$ cat config.mk
export PLATFORM = sky130hd
export DESIGN_NAME = graph_depth_first_order
export DESIGN_NICKNAME = d
export VERILOG_FILES = /design/src/sv/gdfo_pkg.sv /design/src/sv/graph_depth_first_order.sv
export SDC_FILE = /design/constraint.sdc
export NUM_CORES = 2
export LEC_CHECK = 0
export BUFFER_PORTS_ARGS = -buffer_cell sky130_fd_sc_hd__buf_2
export CAP_MARGIN = 25
export CORE_MARGIN = 5
export CORE_UTILIZATION = 57
export CTS_CLUSTER_DIAMETER = 60
export DETAILED_ROUTE_END_ITERATION = 8
export PLACE_DENSITY = 0.73
export SETUP_SLACK_MARGIN = 0.5
export SYNTH_ARGS = -nofsm -noshare
export SYNTH_HDL_FRONTEND = slang
export SYNTH_MEMORY_MAX_BITS = 65536
export SYNTH_SLANG_ARGS = --single-unit
$ cat constraint.sdc
create_clock -name clk -period 5.55 [get_ports clk]
set_input_delay 0.8325 -clock clk [delete_from_list [all_inputs] [get_ports clk]]
set_output_delay 0.8325 -clock clk [all_outputs]
set_load 0.01 [all_outputs]
$ cat src/sv/gdfo_pkg.sv
// Package for the depth-first order block: field widths, opcodes, sequencer states.
// No dependencies; every other file of the block imports it.
package gdfo_pkg;

  localparam int VERTEX_W = 6;
  localparam int ROW_W = 64;
  localparam int COUNT_W = 7;
  localparam int DEF_MAX_VERTICES = 64;
  localparam logic [COUNT_W-1:0] COUNT_RESET = 7'd64;

  typedef enum logic {
    OP_LOAD  = 1'b0,
    OP_START = 1'b1
  } opcode_t;

  typedef enum logic [1:0] {
    ST_IDLE,
    ST_READ,
    ST_PICK,
    ST_POP
  } state_t;

endpackage

$ cat src/sv/graph_depth_first_order.sv
// Depth-first visit order over an adjacency bit matrix held in block RAM.
// Depends on gdfo_pkg (widths, opcodes, sequencer states).
//
// Use:
//   Requests enter on item_valid / item_stall. A load request (opcode load) writes
//   row_index's adjacency row and is taken every cycle while the block is idle.
//   A start request walks the graph from start_vertex and returns one result per
//   reachable vertex in recursive depth-first order (lowest neighbor first). The
//   final result carries last. A start at or above the vertex count returns one
//   result with bad_start and last set.
//   Results leave on result_valid / result_stall from an output register; while
//   the receiver stalls, the walk holds in place and resumes when the slot frees.
//   cfg_we / cfg_wdata write vertex_count; write it only while idle.
// Walk steps:
//   Each visited vertex passes a row read and a lowest-neighbor pick; each
//   backtrack level an empty pick and a stack read that refetches the parent row.
//   Results lag one step so last can be marked: the first is loaded at the first
//   pick after the start. Requests wait out the whole walk.
// Reset:
//   rst clears control, the visited map and the stack depth, and sets vertex_count
//   to 64. Adjacency rows are undefined until loaded.
module graph_depth_first_order #(
  parameter int MAX_VERTICES = gdfo_pkg::DEF_MAX_VERTICES
) (
  input  logic                           clk,
  input  logic                           rst,
  input  logic                           item_valid,
  output logic                           item_stall,
  input  logic                           opcode,
  input  logic [gdfo_pkg::VERTEX_W-1:0]  row_index,
  input  logic [gdfo_pkg::ROW_W-1:0]     row_bits,
  input  logic [gdfo_pkg::VERTEX_W-1:0]  start_vertex,
  output logic                           result_valid,
  input  logic                           result_stall,
  output logic [gdfo_pkg::VERTEX_W-1:0]  visited_vertex,
  output logic                           last,
  output logic                           bad_start,
  input  logic                           cfg_we,
  input  logic [gdfo_pkg::COUNT_W-1:0]   cfg_wdata
);
  import gdfo_pkg::*;

  localparam int AW = (MAX_VERTICES > 1) ? $clog2(MAX_VERTICES) : 1;
  localparam int DW = AW + 1;
  localparam logic [COUNT_W-1:0] MAX_COUNT = COUNT_W'(MAX_VERTICES);
  localparam logic [DW-1:0] MAX_DEPTH = DW'(MAX_VERTICES);

  // Storage
  logic [ROW_W-1:0]    adj_mem [MAX_VERTICES];
  logic [VERTEX_W-1:0] stack_mem [MAX_VERTICES];
  logic [ROW_W-1:0]    adj_q;
  logic [VERTEX_W-1:0] stack_q;

  // Control and datapath registers
  state_t              state, state_next;
  logic [COUNT_W-1:0]  vertex_count;
  logic [ROW_W-1:0]    visited, visited_next;
  logic [ROW_W-1:0]    mask_q, mask_next;
  logic [DW-1:0]       depth, depth_next;
  logic [VERTEX_W-1:0] top, top_next;
  logic [VERTEX_W-1:0] pending, pending_next;

  // Strobes
  logic                item_take;
  logic                out_free;
  logic                out_load;
  logic [VERTEX_W-1:0] out_vertex;
  logic                out_last;
  logic                out_bad;
  logic                adj_we, adj_re, stack_we, stack_re;
  logic [AW-1:0]       adj_waddr, adj_raddr, stack_waddr, stack_raddr;
  logic [DW-1:0]       depth_m2;

  logic [COUNT_W-1:0]  eff_count;
  logic                start_bad;
  logic [ROW_W-1:0]    cand;
  logic                found;
  logic [VERTEX_W-1:0] pick;

  assign out_free  = !result_valid || !result_stall;
  assign item_stall = (state != ST_IDLE) ||
                      ((opcode == OP_START) && !out_free);
  assign item_take = item_valid && !item_stall;

  assign eff_count = (vertex_count > MAX_COUNT) ? MAX_COUNT : vertex_count;
  assign start_bad = {1'b0, start_vertex} >= eff_count;
  assign depth_m2  = depth - DW'(2);

  // Unvisited neighbors in range, lowest one wins
  assign cand = adj_q & mask_q & ~visited;
  assign found = |cand;
  always_comb begin
    pick = '0;
    for (int j = ROW_W - 1; j >= 0; j--) begin
      if (cand[j]) pick = VERTEX_W'(j);
    end
  end

  always_comb begin
    state_next   = state;
    visited_next = visited;
    mask_next    = mask_q;
    depth_next   = depth;
    top_next     = top;
    pending_next = pending;
    out_load     = 1'b0;
    out_vertex   = pending;
    out_last     = 1'b0;
    out_bad      = 1'b0;
    adj_we       = 1'b0;
    adj_re       = 1'b0;
    stack_we     = 1'b0;
    stack_re     = 1'b0;
    adj_waddr    = row_index[AW-1:0];
    adj_raddr    = top[AW-1:0];
    stack_waddr  = depth[AW-1:0];
    stack_raddr  = depth_m2[AW-1:0];

    unique case (state)
      ST_IDLE: begin
        if (item_take) begin
          if (opcode == OP_LOAD) begin
            adj_we = ({1'b0, row_index} < MAX_COUNT);
          end else begin
            visited_next = '0;
            depth_next   = '0;
            if (start_bad) begin
              out_load   = 1'b1;
              out_vertex = start_vertex;
              out_last   = 1'b1;
              out_bad    = 1'b1;
            end else begin
              for (int j = 0; j < ROW_W; j++) begin
                mask_next[j] = (COUNT_W'(j) < eff_count);
              end
              visited_next[start_vertex] = 1'b1;
              stack_we     = 1'b1;
              stack_waddr  = '0;
              depth_next   = DW'(1);
              top_next     = start_vertex;
              pending_next = start_vertex;
              state_next   = ST_READ;
            end
          end
        end
      end
      ST_READ: begin
        adj_re     = 1'b1;
        state_next = ST_PICK;
      end
      ST_PICK: begin
        // adj_q holds until the next read, so a stalled output just waits here
        if (out_free) begin
          if (found) begin
            out_load              = 1'b1;
            visited_next[pick]    = 1'b1;
            pending_next          = pick;
            top_next              = pick;
            if (depth < MAX_DEPTH) begin
              stack_we   = 1'b1;
              depth_next = depth + DW'(1);
            end
            state_next = ST_READ;
          end else if (depth == DW'(1)) begin
            out_load   = 1'b1;
            out_last   = 1'b1;
            depth_next = '0;
            state_next = ST_IDLE;
          end else begin
            // Pop: fetch the parent from the stack; pushes never hit this entry
            stack_re   = 1'b1;
            depth_next = depth - DW'(1);
            state_next = ST_POP;
          end
        end
      end
      ST_POP: begin
        top_next   = stack_q;
        adj_re     = 1'b1;
        adj_raddr  = stack_q[AW-1:0];
        state_next = ST_PICK;
      end
      default: state_next = ST_IDLE;
    endcase
  end

  always_ff @(posedge clk) begin
    if (adj_we) adj_mem[adj_waddr] <= row_bits;
    if (adj_re) adj_q <= adj_mem[adj_raddr];
  end

  always_ff @(posedge clk) begin
    if (stack_we) stack_mem[stack_waddr] <= top_next;
    if (stack_re) stack_q <= stack_mem[stack_raddr];
  end

  always_ff @(posedge clk) begin
    if (rst) begin
      state        <= ST_IDLE;
      vertex_count <= COUNT_RESET;
      visited      <= '0;
      depth        <= '0;
      result_valid <= 1'b0;
    end else begin
      state   <= state_next;
      visited <= visited_next;
      depth   <= depth_next;
      if (cfg_we) vertex_count <= cfg_wdata;
      if (out_load) begin
        result_valid <= 1'b1;
      end else if (!result_stall) begin
        result_valid <= 1'b0;
      end
    end
  end

  always_ff @(posedge clk) begin
    mask_q  <= mask_next;
    top     <= top_next;
    pending <= pending_next;
    if (out_load) begin
      visited_vertex <= out_vertex;
      last           <= out_last;
      bad_start      <= out_bad;
    end
  end

  // Checks
  a_depth_bound: assert property (@(posedge clk) disable iff (rst)
    depth <= MAX_DEPTH)
    else $error("path stack depth above vertex limit");

  a_walk_has_path: assert property (@(posedge clk) disable iff (rst)
    (state == ST_READ || state == ST_PICK || state == ST_POP) |-> depth != '0)
    else $error("walk active with empty path stack");

  a_visit_grows: assert property (@(posedge clk) disable iff (rst)
    (state == ST_PICK && out_free && found) |=>
      $countones(visited) == $past($countones(visited)) + 1)
    else $error("visited map did not gain exactly one vertex");

  a_bad_is_last: assert property (@(posedge clk) disable iff (rst)
    (result_valid && bad_start) |-> last)
    else $error("bad start result without last mark");

  a_idle_after_last: assert property (@(posedge clk) disable iff (rst)
    (state == ST_PICK && out_free && !found && depth == DW'(1)) |=>
      (state == ST_IDLE && result_valid && last))
    else $error("walk end did not emit last result");

endmodule

==> impl_metrics.env <==
export IMPL_status="finished, final reports clean"
export IMPL_crit_buf_inv=3
export IMPL_core_sq_um=320000
export IMPL_path_clk_slew_ps=60
export IMPL_path_class="flop to flop"
export IMPL_setup_tns_ps=0
export IMPL_setup_viol=0
export IMPL_h_tree_depth=5
export IMPL_dp_hpwl_mm=273
export IMPL_grt_pass1_vias=96038
export IMPL_cts_tree="done"
export IMPL_path_cells="nand2_2, mux2i_4, buf_12, buf_12, buf_4, mux4_2, and2_1, a211oi_1, a311oi_1, a211oi_1, a21oi_1"
export IMPL_min_path_type="input pin to flop"
export IMPL_routed_wl_mm=503
export IMPL_numClockSinks=4715
export IMPL_critPathLaunchType="flop"
export IMPL_crit_family="compound AO/OA/AOI/OAI gates"
export IMPL_crit_path_start="state[0]"
export IMPL_cts_buffers_inserted=457
export IMPL_crit_end="adj_q[37]"
export IMPL_fin_crit_ps=4810
export IMPL_synth_area_leaders="edfxtp_1, mux4_2, a211oi_1, nand2_1, dfxtp_1"
export IMPL_arrival_ps=5450
export IMPL_die_w_um=577
export IMPL_r2r_end="adj_q[37]"
export IMPL_cp_required_ps=6190
export IMPL_r2r_start="state[0]"
export IMPL_cts_root_buffer="clkbuf_16"
export IMPL_clock_latency_ps=980
export IMPL_ys_seq_area_share_pct=76.9
export IMPL_gp_congestion=0.955
export IMPL_cp_depth=11
export IMPL_synth_nets=8917
export IMPL_r2r_setup_slack_ps=740
export IMPL_antenna_found_initial=41
export IMPL_use_met3_pct=7.24
export IMPL_final_common_cell="edfxtp_1"
export IMPL_grt_first_pass_wirelength_mm=715
export IMPL_sw_frac_of_total_pct=27.1
export IMPL_synth_distinct_cells=81
export IMPL_relSlewSlack_pct=21.7
export IMPL_synth_edf_count=4628
export IMPL_nets=9353
export IMPL_drv_cap=0
export IMPL_ys_ff_latch=4715
export IMPL_mostFrequentLayoutCells="edfxtp_1, mux4_2, nand2_1"
export IMPL_setup_slack_ps=745
export IMPL_pin_count=99
export IMPL_power_frac_comb_pct=20.2
export IMPL_grt_met2_usage_pct=45.7
export IMPL_ff2ff_path_depth=11
export IMPL_drt_wirelength_per_cell_um=36.1
export IMPL_async_flop_share_pct=0
export IMPL_preCtsSetupSlack_ps=583
export IMPL_synth_ff_type="edfxtp_1"
export IMPL_hold_buffers=0
export IMPL_min_path_cells=1
export IMPL_fin_crit_sh_pct=86.6
export IMPL_drc=0
export IMPL_ir_worst_vdd_v=0.000354
export IMPL_die_h_um=577
export IMPL_fin_skew_ps=56.2
export IMPL_vias=96321
export IMPL_port_buffers=98
export IMPL_clockBufferDepth=4
export IMPL_yosysWarnings=0
export IMPL_yosysTopAreaCell="edfxtp_1"
export IMPL_synthCells=8816
export IMPL_start_util_pct=57.2
export IMPL_grt_util_met1_pct=42.8
export IMPL_tightest_slew_ps=1170
export IMPL_rows=208
export IMPL_drv_slew=0
export IMPL_leakage_nw=64.2
export IMPL_slowest_stage="mux2i_4"
export IMPL_power_density_nw_per_um2=426
export IMPL_grt_max_degree=94
export IMPL_p_switching_mw=23.9
export IMPL_drtAntennaViolNets=0
export IMPL_drive_gt1_share_pct=25.0
export IMPL_dieArea_sq_um=333000
export IMPL_fmax_ghz=0.208
export IMPL_internal_power_mw=64.5
export IMPL_rsz0062_at_grt="no"
export IMPL_netlist_area_sq_um=183000
export IMPL_p_clk_share_pct=34.7
export IMPL_dr_pass1_iters=6
export IMPL_syn_to_final_growth_pct=13.3
export IMPL_yosysTopAreaCellShare_pct=75.9
export IMPL_drtIter0Drc=14890
export IMPL_grt_overflow_total=0
export IMPL_p_seq_share_pct=45.1
export IMPL_synth_area_per_cell_sq_um=20.8
export IMPL_endpoint_kind="flop"
export IMPL_busiest_layer="met2"
export IMPL_final_hold_violation_count=0
export IMPL_crit_path_max_fanout=16
export IMPL_viasPerCell=6.90
export IMPL_grtUsageTotal_pct=30.2
export IMPL_cpPeakStageDelay_ps=850
[cells by family (layout without fill, tap and decap cells)]
family,Yosys count,after routing,synth area share [%]
flops,4715,4715,76.9
compound gates,1023,1023,3.90
simple gates,1324,1324,3.53
other cells,0,26,0
mux,1183,1183,14.3
xor+xnor,6,6,0.0287
buf+inv,553,1364,1.30
fa+ha+maj,12,12,0.0820
[worst reg2reg max path, stage by stage, from the launching register on]
cell and delay, ps:
dfxtp_4 350, nand2_2 340, mux2i_4 860, buf_12 310, buf_12 260, buf_4 260, mux4_2 520, and2_1 170
a211oi_1 370, a311oi_1 90, a211oi_1 600, a21oi_1 330
[Yosys cell counts, types with 17 or more instances]
master and number:
buf_1 37, nor2_1 181, a31oi_1 136, a311oi_1 132, o31ai_1 20, o21ai_1 18
and3b_1 26, mux4_2 1147, a211oi_1 335, buf_4 34, a22oi_1 43, and2_1 263
dfxtp_1 87, inv_1 31, nand3b_1 58, a21oi_1 178, nor3_1 20, nand2_1 621
mux2i_1 22, nand3_1 34, clkbuf_1 315, buf_2 132, nor2b_1 17, nand4_1 20
o21ai_0 57, nor4_1 24, edfxtp_1 4628
[how the worst min path moves through the flow]
stage | startpoint | end | slack, ps
after floorplan | visited[15] | visited[15] | 420
after global placement | visited[15] | visited[15] | 440
after detailed placement | visited[15] | visited[15] | 440
after CTS | cfg_wdata[0] | vertex_count[0] | 40
after global routing | row_bits[21] | adj_mem[11][21] | 50
final | row_bits[21] | adj_mem[11][21] | 70
[power by group through the flow]
stage | logic (mW) | registers [mW] | clock network [mW]
after floorplan | 11.7 | 40.6 | 0
after global placement | 17.3 | 40.7 | 0
after detailed placement | 17.5 | 40.7 | 0
after CTS | 17.7 | 39.9 | 30.9
after global routing | 18.8 | 39.9 | 32.5
final | 17.8 | 39.9 | 30.7
[metrics by stage]
step                power, mW  cell area (sq um)  hold slack, ps  std cells  utilization, %
floorplan                52.3             183000             423       8816               -
global placement         58.0             191000             441      13043            59.8
detailed placement       58.2             192000             444      13056            59.8
CTS                      88.6             206000            37.7      13890            64.5
global route             91.3             207000            47.0      13949            64.7
finish                   88.4             207000            69.4      13958            64.7
[timing repair]
item / 4_1_cts / 5_1_grt
setup endpoints to repair: 0 / 11
setup buffers: 0 / 0
gates resized for setup: 0 / 1
[sequential cells by signal, indices dropped and copies added (netlist names), 2 cells and up]
name,flops
stack_mem,384
visited_vertex,6
depth,7
top,6
visited,64
mask_q,64
adj_mem,4096
adj_q,64
state,2
stack_q,6
pending,6
vertex_count,7
[area by class of cell]
type | count | area, sq um
Sequential cell | 4715 | 141000
Fill cell | 20363 | 113000
Multi-Input combinational cell | 3548 | 40700
Clock buffer | 550 | 12000
Timing Repair Buffer | 496 | 5540
Tap cell | 4305 | 5390
Clock inverter | 284 | 2780
Inverter | 34 | 131
Antenna cell | 26 | 65.1
[per-layer routing]
| metal | wire length (um) | part of all wire (%) |
|---|---|---|
| met5 | 119 | 0.024 |
| met1 | 180000 | 36 |
| met2 | 232000 | 46 |
| met3 | 65000 | 13 |
| met4 | 26500 | 5.3 |
Power figures use the tool's default switching activity.
